--- src/sv/sfe_pkg.sv ---
package sfe_pkg;

    // Only the low RADICAND_BITS bits of a radicand take part.
    localparam int RADICAND_BITS = 24;

    localparam int NUM_W   = 24;
    localparam int SQ_W    = 25;
    localparam int ODD_W   = 14;
    localparam int ROOT_W  = 13;
    localparam int OUTER_W = 14;
    localparam int DIV_CNT_W = 5;

    localparam logic [NUM_W-1:0] RAD_MASK =
        NUM_W'((SQ_W'(1) << RADICAND_BITS) - SQ_W'(1));

    // Outer factor that marks the inner value as the exact answer.
    localparam logic [OUTER_W-1:0] OUTER_EXACT = {OUTER_W{1'b1}};

    typedef struct packed {
        logic             done;
        logic [NUM_W-1:0] quotient;
        logic [NUM_W-1:0] remainder;
    } div_result_t;

endpackage

--- src/sv/sfe_div.sv ---
module sfe_div (
    input  logic                        clk,
    input  logic                        rst_n,
    input  logic                        start,
    input  logic [sfe_pkg::NUM_W-1:0]   dividend,
    input  logic [sfe_pkg::NUM_W-1:0]   divisor,
    output sfe_pkg::div_result_t        result
);

    localparam logic [sfe_pkg::DIV_CNT_W-1:0] LAST_STEP =
        sfe_pkg::DIV_CNT_W'(sfe_pkg::NUM_W - 1);

    logic                            busy_reg;
    logic                            busy_next;
    logic                            done_reg;
    logic                            done_next;
    logic [sfe_pkg::DIV_CNT_W-1:0]   cnt_reg;
    logic [sfe_pkg::DIV_CNT_W-1:0]   cnt_next;
    logic [sfe_pkg::NUM_W-1:0]       rem_reg;
    logic [sfe_pkg::NUM_W-1:0]       rem_next;
    logic [sfe_pkg::NUM_W-1:0]       quo_reg;
    logic [sfe_pkg::NUM_W-1:0]       quo_next;
    logic [sfe_pkg::NUM_W:0]         trial;
    logic [sfe_pkg::NUM_W:0]         diff;

    // One quotient bit per cycle, restoring form.
    always_comb
    begin
        trial     = {rem_reg, quo_reg[sfe_pkg::NUM_W-1]};
        diff      = trial - {1'b0, divisor};
        busy_next = busy_reg;
        done_next = 1'b0;
        cnt_next  = cnt_reg;
        rem_next  = rem_reg;
        quo_next  = quo_reg;
        if (start)
        begin
            busy_next = 1'b1;
            cnt_next  = '0;
            rem_next  = '0;
            quo_next  = dividend;
        end
        else if (busy_reg)
        begin
            if (!diff[sfe_pkg::NUM_W])
            begin
                rem_next = diff[sfe_pkg::NUM_W-1:0];
                quo_next = {quo_reg[sfe_pkg::NUM_W-2:0], 1'b1};
            end
            else
            begin
                rem_next = trial[sfe_pkg::NUM_W-1:0];
                quo_next = {quo_reg[sfe_pkg::NUM_W-2:0], 1'b0};
            end
            cnt_next = cnt_reg + 1'b1;
            if (cnt_reg == LAST_STEP)
            begin
                busy_next = 1'b0;
                done_next = 1'b1;
            end
        end
    end

    always_ff @(posedge clk or negedge rst_n)
    begin
        if (!rst_n)
        begin
            busy_reg <= 1'b0;
            done_reg <= 1'b0;
            cnt_reg  <= '0;
        end
        else
        begin
            busy_reg <= busy_next;
            done_reg <= done_next;
            cnt_reg  <= cnt_next;
        end
    end

    always_ff @(posedge clk)
    begin
        rem_reg <= rem_next;
        quo_reg <= quo_next;
    end

    assign result.done      = done_reg;
    assign result.quotient  = quo_reg;
    assign result.remainder = rem_reg;

endmodule

--- src/sv/square_factor_extractor.sv ---
// A radicand of 0 or 1 goes from S_IDLE to S_FINAL, and S_FINAL loads its result into the output register.
// Otherwise a walk over k with odd increments to k*k finds the root; a non-square n then
// scans every k with k*k < n, each by a 24-step division of n by k*k in S_DIV.
// A new radicand is taken only in S_IDLE, once the block is through with the one before.
// Reset: asynchronous, active low, clears all control state at once; no clearing pass.
module square_factor_extractor (
    input  logic        clk,
    input  logic        rst_n,
    input  logic        s_axis_tvalid,
    output logic        s_axis_tready,
    input  logic [23:0] s_axis_tdata,   // radicand[23:0]
    output logic        m_axis_tvalid,
    input  logic        m_axis_tready,
    output logic [39:0] m_axis_tdata,   // outer_factor[13:0], inner_value[37:14], zero pad
    output logic        m_axis_tlast
);

    localparam logic [2:0] S_IDLE  = 3'd0;
    localparam logic [2:0] S_ROOT  = 3'd1;
    localparam logic [2:0] S_SCAN  = 3'd2;
    localparam logic [2:0] S_DIV   = 3'd3;
    localparam logic [2:0] S_EMIT  = 3'd4;
    localparam logic [2:0] S_FINAL = 3'd5;

    localparam logic [sfe_pkg::ROOT_W-1:0] K_START   = sfe_pkg::ROOT_W'(2);
    localparam logic [sfe_pkg::SQ_W-1:0]   SQ_START  = sfe_pkg::SQ_W'(4);
    localparam logic [sfe_pkg::ODD_W-1:0]  ODD_START = sfe_pkg::ODD_W'(5);

    logic [2:0]                        state_reg;
    logic [2:0]                        state_next;
    logic [sfe_pkg::NUM_W-1:0]         n_reg;
    logic [sfe_pkg::NUM_W-1:0]         n_next;
    logic [sfe_pkg::ROOT_W-1:0]        k_reg;
    logic [sfe_pkg::ROOT_W-1:0]        k_next;
    logic [sfe_pkg::SQ_W-1:0]          sq_reg;
    logic [sfe_pkg::SQ_W-1:0]          sq_next;
    logic [sfe_pkg::ODD_W-1:0]         odd_reg;
    logic [sfe_pkg::ODD_W-1:0]         odd_next;
    logic                              pend_valid_reg;
    logic                              pend_valid_next;
    logic [sfe_pkg::OUTER_W-1:0]       pend_outer_reg;
    logic [sfe_pkg::OUTER_W-1:0]       pend_outer_next;
    logic [sfe_pkg::NUM_W-1:0]         pend_inner_reg;
    logic [sfe_pkg::NUM_W-1:0]         pend_inner_next;
    logic                              out_valid_reg;
    logic                              out_valid_next;
    logic [sfe_pkg::OUTER_W-1:0]       out_outer_reg;
    logic [sfe_pkg::OUTER_W-1:0]       out_outer_next;
    logic [sfe_pkg::NUM_W-1:0]         out_inner_reg;
    logic [sfe_pkg::NUM_W-1:0]         out_inner_next;
    logic                              out_last_reg;
    logic                              out_last_next;

    logic                              out_free;
    logic                              out_load;
    logic                              sq_below;
    logic                              div_start;
    logic [sfe_pkg::NUM_W-1:0]         n_in;
    sfe_pkg::div_result_t              div_res;

    sfe_div u_div (
        .clk      (clk),
        .rst_n    (rst_n),
        .start    (div_start),
        .dividend (n_reg),
        .divisor  (sq_reg[sfe_pkg::NUM_W-1:0]),
        .result   (div_res)
    );

    assign n_in      = s_axis_tdata & sfe_pkg::RAD_MASK;
    assign out_free  = !out_valid_reg || m_axis_tready;
    assign sq_below  = sq_reg < {1'b0, n_reg};
    assign div_start = (state_reg == S_SCAN) && sq_below;

    always_comb
    begin
        state_next      = state_reg;
        n_next          = n_reg;
        k_next          = k_reg;
        sq_next         = sq_reg;
        odd_next        = odd_reg;
        pend_valid_next = pend_valid_reg;
        pend_outer_next = pend_outer_reg;
        pend_inner_next = pend_inner_reg;
        out_load        = 1'b0;
        out_outer_next  = out_outer_reg;
        out_inner_next  = out_inner_reg;
        out_last_next   = out_last_reg;

        unique case (state_reg)
            S_IDLE:
            begin
                k_next   = K_START;
                sq_next  = SQ_START;
                odd_next = ODD_START;
                if (s_axis_tvalid)
                begin
                    n_next = n_in;
                    if (n_in <= sfe_pkg::NUM_W'(1))
                    begin
                        pend_valid_next = 1'b1;
                        pend_outer_next = sfe_pkg::OUTER_EXACT;
                        pend_inner_next = n_in;
                        state_next      = S_FINAL;
                    end
                    else
                    begin
                        pend_valid_next = 1'b0;
                        state_next      = S_ROOT;
                    end
                end
            end
            S_ROOT:
            begin
                if (sq_below)
                begin
                    sq_next  = sq_reg + sfe_pkg::SQ_W'(odd_reg);
                    odd_next = odd_reg + sfe_pkg::ODD_W'(2);
                    k_next   = k_reg + 1'b1;
                end
                else if (sq_reg == {1'b0, n_reg})
                begin
                    pend_valid_next = 1'b1;
                    pend_outer_next = sfe_pkg::OUTER_EXACT;
                    pend_inner_next = sfe_pkg::NUM_W'(k_reg);
                    state_next      = S_FINAL;
                end
                else
                begin
                    k_next     = K_START;
                    sq_next    = SQ_START;
                    odd_next   = ODD_START;
                    state_next = S_SCAN;
                end
            end
            S_SCAN:
            begin
                state_next = sq_below ? S_DIV : S_FINAL;
            end
            S_DIV:
            begin
                if (div_res.done)
                begin
                    if (div_res.remainder == '0)
                    begin
                        state_next = S_EMIT;
                    end
                    else
                    begin
                        sq_next    = sq_reg + sfe_pkg::SQ_W'(odd_reg);
                        odd_next   = odd_reg + sfe_pkg::ODD_W'(2);
                        k_next     = k_reg + 1'b1;
                        state_next = S_SCAN;
                    end
                end
            end
            S_EMIT:
            begin
                // A new hit pushes the held one out, which then is known not to be last.
                if (!pend_valid_reg || out_free)
                begin
                    if (pend_valid_reg)
                    begin
                        out_load       = 1'b1;
                        out_outer_next = pend_outer_reg;
                        out_inner_next = pend_inner_reg;
                        out_last_next  = 1'b0;
                    end
                    pend_valid_next = 1'b1;
                    pend_outer_next = sfe_pkg::OUTER_W'(k_reg);
                    pend_inner_next = div_res.quotient;
                    sq_next         = sq_reg + sfe_pkg::SQ_W'(odd_reg);
                    odd_next        = odd_reg + sfe_pkg::ODD_W'(2);
                    k_next          = k_reg + 1'b1;
                    state_next      = S_SCAN;
                end
            end
            S_FINAL:
            begin
                if (!pend_valid_reg)
                begin
                    state_next = S_IDLE;
                end
                else if (out_free)
                begin
                    out_load        = 1'b1;
                    out_outer_next  = pend_outer_reg;
                    out_inner_next  = pend_inner_reg;
                    out_last_next   = 1'b1;
                    pend_valid_next = 1'b0;
                    state_next      = S_IDLE;
                end
            end
            default:
            begin
                state_next = S_IDLE;
            end
        endcase

        if (out_load)
        begin
            out_valid_next = 1'b1;
        end
        else if (m_axis_tready)
        begin
            out_valid_next = 1'b0;
        end
        else
        begin
            out_valid_next = out_valid_reg;
        end
    end

    always_ff @(posedge clk or negedge rst_n)
    begin
        if (!rst_n)
        begin
            state_reg      <= S_IDLE;
            pend_valid_reg <= 1'b0;
            out_valid_reg  <= 1'b0;
        end
        else
        begin
            state_reg      <= state_next;
            pend_valid_reg <= pend_valid_next;
            out_valid_reg  <= out_valid_next;
        end
    end

    always_ff @(posedge clk)
    begin
        n_reg          <= n_next;
        k_reg          <= k_next;
        sq_reg         <= sq_next;
        odd_reg        <= odd_next;
        pend_outer_reg <= pend_outer_next;
        pend_inner_reg <= pend_inner_next;
        out_outer_reg  <= out_outer_next;
        out_inner_reg  <= out_inner_next;
        out_last_reg   <= out_last_next;
    end

    assign s_axis_tready = (state_reg == S_IDLE);
    assign m_axis_tvalid = out_valid_reg;
    assign m_axis_tdata  = {2'b00, out_inner_reg, out_outer_reg};
    assign m_axis_tlast  = out_last_reg;

endmodule

--- config.mk ---
export PLATFORM = sky130hd
export DESIGN_NAME = square_factor_extractor
export DESIGN_NICKNAME = d
export VERILOG_FILES = /design/src/sv/sfe_pkg.sv /design/src/sv/sfe_div.sv /design/src/sv/square_factor_extractor.sv
export SDC_FILE = /design/constraint.sdc
export NUM_CORES = 1
export LEC_CHECK = 0
export BUFFER_PORTS_ARGS = -buffer_cell sky130_fd_sc_hd__clkbuf_2
export CAP_MARGIN = 25
export CORE_MARGIN = 10
export CORE_UTILIZATION = 49
export DETAILED_ROUTE_END_ITERATION = 8
export GPL_ROUTABILITY_DRIVEN = 1
export PLACE_DENSITY = 0.69
export SLEW_MARGIN = 20
export SYNTH_ARGS = -nofsm -noshare
export SYNTH_HDL_FRONTEND = slang
export SYNTH_SLANG_ARGS = --single-unit
--- constraint.sdc ---
create_clock -name clk -period 5.25 [get_ports clk]
set_input_delay 1.575 -clock clk [delete_from_list [all_inputs] [get_ports clk]]
set_output_delay 1.575 -clock clk [all_outputs]
set_load 0.02 [all_outputs]
==> results by group <==
Run status
  • Status: complete, no violations

Clocking
  • Number of buffers inserted by hold repair at cts: 0
  • Cts bufs inserted: 24
  • Setup fix buffers added after clock tree synthesis: 0
  • Post_cts resized: 0
  • TritonCTS clock tree: built
  • H-tree depth: 1
  • Max Root-Sink Buffers: 3
  • Clock Latency Late Sink: 0.52 ns
  • Clock-pin slew reported for the worst setup and hold paths after clock tree synthesis: 0.07 ns
  • Clock tree sinks: 213
  • Clock root buffer master: clkbuf_16

Cells and area
  • Fraction of final layout cells sized beyond drive strength 1: 15.2%
  • Fill cells: 1943
  • Area added between synthesis and finish: 12.6%
  • Most frequent cells in the layout: edfxtp_1, nor2_1, nand2_1, clkbuf_2, ha_1
  • Final-stage net count: 1175
  • Most common cell after layout, fill and taps aside: edfxtp_1
  • Largest register FFs: 25
  • Number of antenna cells inserted: 0
  • Post-layout instance area: 12900 sq um

Routing
  • Total number of vias: 7997
  • Router iterations before antenna repair: 5
  • Count of antenna-violating nets left after detailed routing: 0
  • Number of design rule violations left after detail routing: 0
  • DRT Wirelength: 25.8 mm
  • DR iter-0 viols: 608
  • Vias per cell: 5.67
  • Routed length per instance: 18.3 um

Timing
  • Number of hold-slack violations in the final timing report: 0
  • Setup Skew: 0.0150 ns
  • Worst-Margin Slew: 0.764 ns
  • Final worst-path cycle share: 68.0%
  • Final-report setup violation count: 0
  • Setup repair after global routing missed its margin: false
  • Worst-case headroom to the max-slew limit: 49.0%
  • Setup total negative slack: 0 ns
  • Final Critical Period: 3.57 ns
  • Crit path setup slack, layout: 1.68 ns
  • Fmax achieved: 0.280 GHz
  • Max-slew violation count: 0

Min path
  • Worst-case hold path end point: out_inner_reg[6]
  • Worst hold-check path type: reg2reg
  • Hold Path Origin: pend_inner_reg[6]
  • Worst Hold Path Cells: 0

Floorplan
  • Starting density of the core: 50.2%
  • Die Y-Extent: 173 um
  • Cell row count: 55
  • Number of I/O pins: 71
  • CORE AREA: 22800 sq um
  • Area enclosed by the die boundary: 29800 sq um
  • DIE WIDTH: 173 um

Setup path
  • Worst reg2reg endpoint: u_div.rem_reg[7]
  • Worst r2r path cells: 9
  • Biggest fanout along the worst timing path: 23
  • Critical Path Sink Type: register
  • Critical path class: reg2reg
  • Data arrival, critical path: 3.96 ns
  • Type of origin of the critical path: register
  • Critical path data required time: 5.64 ns
  • Register-to-register setup slack: 1.68 ns
  • Crit Reg-Reg Startpoint: sq_reg[6]

Placed design
  • Gp weighted congestion: 0.862
  • Placed Area: 12100 sq um
  • Port buffer count: 68
  • Worst setup timing slack at the placement stage: 1.31 ns
  • Half-perimeter wire length after placement: 18.3 mm

Power and ir drop
  • Combinational fraction of design power: 49.3%
  • Peak VDD IR: 0.000337 V
  • Share of total power in sequential cells: 34.2%
  • Power Dens Cells: 770 nW/um^2
  • Internal Pwr Total: 5.86 mW
  • Power Total: 9.90 mW
  • Sw frac: 40.8%
  • Sw power: 4.04 mW
  • Clock network fraction of total power: 16.5%
  • Standby leakage power: 5.07 nW

Global route
  • All-layer global routing usage: 16.6%
  • Largest net degree at the start of global routing: 63
  • Initial antenna violation count: 0
  • Vias in the first global route: 7676
  • Sum of overflow across all layers after global routing: 0
  • First-pass GRT wire length: 41.7 mm

Synthesis
  • Warnings from Yosys: 0
  • Synth area leader: edfxtp_1
  • Post-synthesis cell count: 1014
  • Ys async rst share: 5.63%
  • Largest cells by area after synthesis: edfxtp_1, ha_1, dfxtp_1
  • Distinct cells, synth: 84
  • Yosys top cell area share: 46.5%
  • Count of flip-flops with a built-in enable after synthesis: 177
  • Synthesized area per cell: 11.3 sq um
  • Seq cells post-synth: 213
  • Seq/Total Area, Yosys: 53.4%
  • Post-Synthesis Cell Area: 11400 sq um
  • Most common flop cell mapped by yosys: edfxtp_1

Flow run
  • Reported max-cap violation count: 0
-- Yosys cell counts (3+ instances only) --
master / number
dfxtp_1: 24
o21ai_1: 5
dfrtp_1: 12
o21bai_1: 3
xnor2_1: 32
buf_2: 8
nor4_1: 14
nand4_1: 10
xor2_1: 30
nor3b_1: 7
mux2i_1: 19
and4_1: 4
and2_1: 6
ha_1: 65
a22oi_1: 13
a21o_1: 13
nor2b_1: 12
or3_1: 6
clkbuf_1: 20
a31oi_1: 3
o31ai_1: 5
a211oi_1: 20
o21ai_0: 23
o22ai_1: 3
o211ai_1: 6
inv_1: 62
buf_4: 6
o31a_1: 3
and3_1: 16
mux2_2: 24
a221o_1: 3
nor3_1: 12
a21oi_2: 4
edfxtp_1: 177
a21oi_1: 41
nand2_1: 82
nor2_1: 102
a22o_1: 10
o21a_1: 5
nand2b_1: 21
nand3_1: 25
-- metal layers --
layer  global-route usage (%)  routed length [um]
met5                        0                   0
met2                     25.4               11400
met4                     4.35                 471
met3                     2.85                1490
met1                     23.8               12400
-- power groups by stage --
stage / clock [mW] / combinational [mW] / sequential (mW)
final: 1.64 / 4.88 / 3.39
after global routing: 1.74 / 5.50 / 3.47
after CTS: 1.67 / 4.88 / 3.38
after detailed placement: 0 / 4.84 / 3.40
after global placement: 0 / 4.76 / 3.40
after floorplan: 0 / 4.02 / 3.20
-- cell families (layout without fill, tap and decap cells) --
logic type	count (synthesis)	after routing	synth area share, %
compound gates	186	186	11.6
xor+xnor	63	63	4.90
fa+ha+maj	67	67	7.47
buf+inv	102	185	3.95
flops	213	213	53.4
mux	43	43	4.03
other cells	1	2	0.0328
simple gates	339	339	14.7
-- layout make-up --
class | count | area (sq um) | area share, %
Clock buffer | 28 | 616 | 4.78
Clock inverter | 16 | 160 | 1.24
Inverter | 62 | 233 | 1.81
Multi-Input combinational cell | 700 | 4950 | 38.4
Sequential cell | 213 | 6100 | 47.4
Tap cell | 313 | 392 | 3.04
Timing Repair Buffer | 79 | 423 | 3.29
-- worst max path at each step --
stage                                from  cells after the start            endpoint
final                           sq_reg[6]                      9    u_div.rem_reg[7]
after global routing             n_reg[8]                     10    u_div.rem_reg[7]
after CTS                       sq_reg[6]                      9    u_div.rem_reg[7]
after detailed placement  s_axis_tdata[7]                      7  pend_outer_reg[10]
after global placement    s_axis_tdata[7]                      7   pend_outer_reg[5]
after floorplan             m_axis_tready                      6          odd_reg[0]
-- metrics by stage --
| stage | utilization, % | instances | hold slack (ns) |
|---|---|---|---|
| after detailed placement | 53.1 | 1367 | 0.405 |
| after floorplan | - | 1015 | 0.400 |
| after global placement | 53.1 | 1367 | 0.401 |
| after CTS | 56.5 | 1411 | 0.418 |
| after global routing | 56.5 | 1411 | 0.424 |
| final | 56.5 | 1411 | 0.415 |
-- critical path, stage by stage, from the launching register on --
cell and delay, ns:
edfxtp_1 0.45, ha_1 0.32, a21oi_1 0.17, o21ai_0 0.14
a221o_1 0.37, o31ai_2 0.36, and4_2 0.66, buf_4 0.37
and4b_1 0.23, or3_1 0.36
No activity file was read; power rests on OpenSTA's default activity.
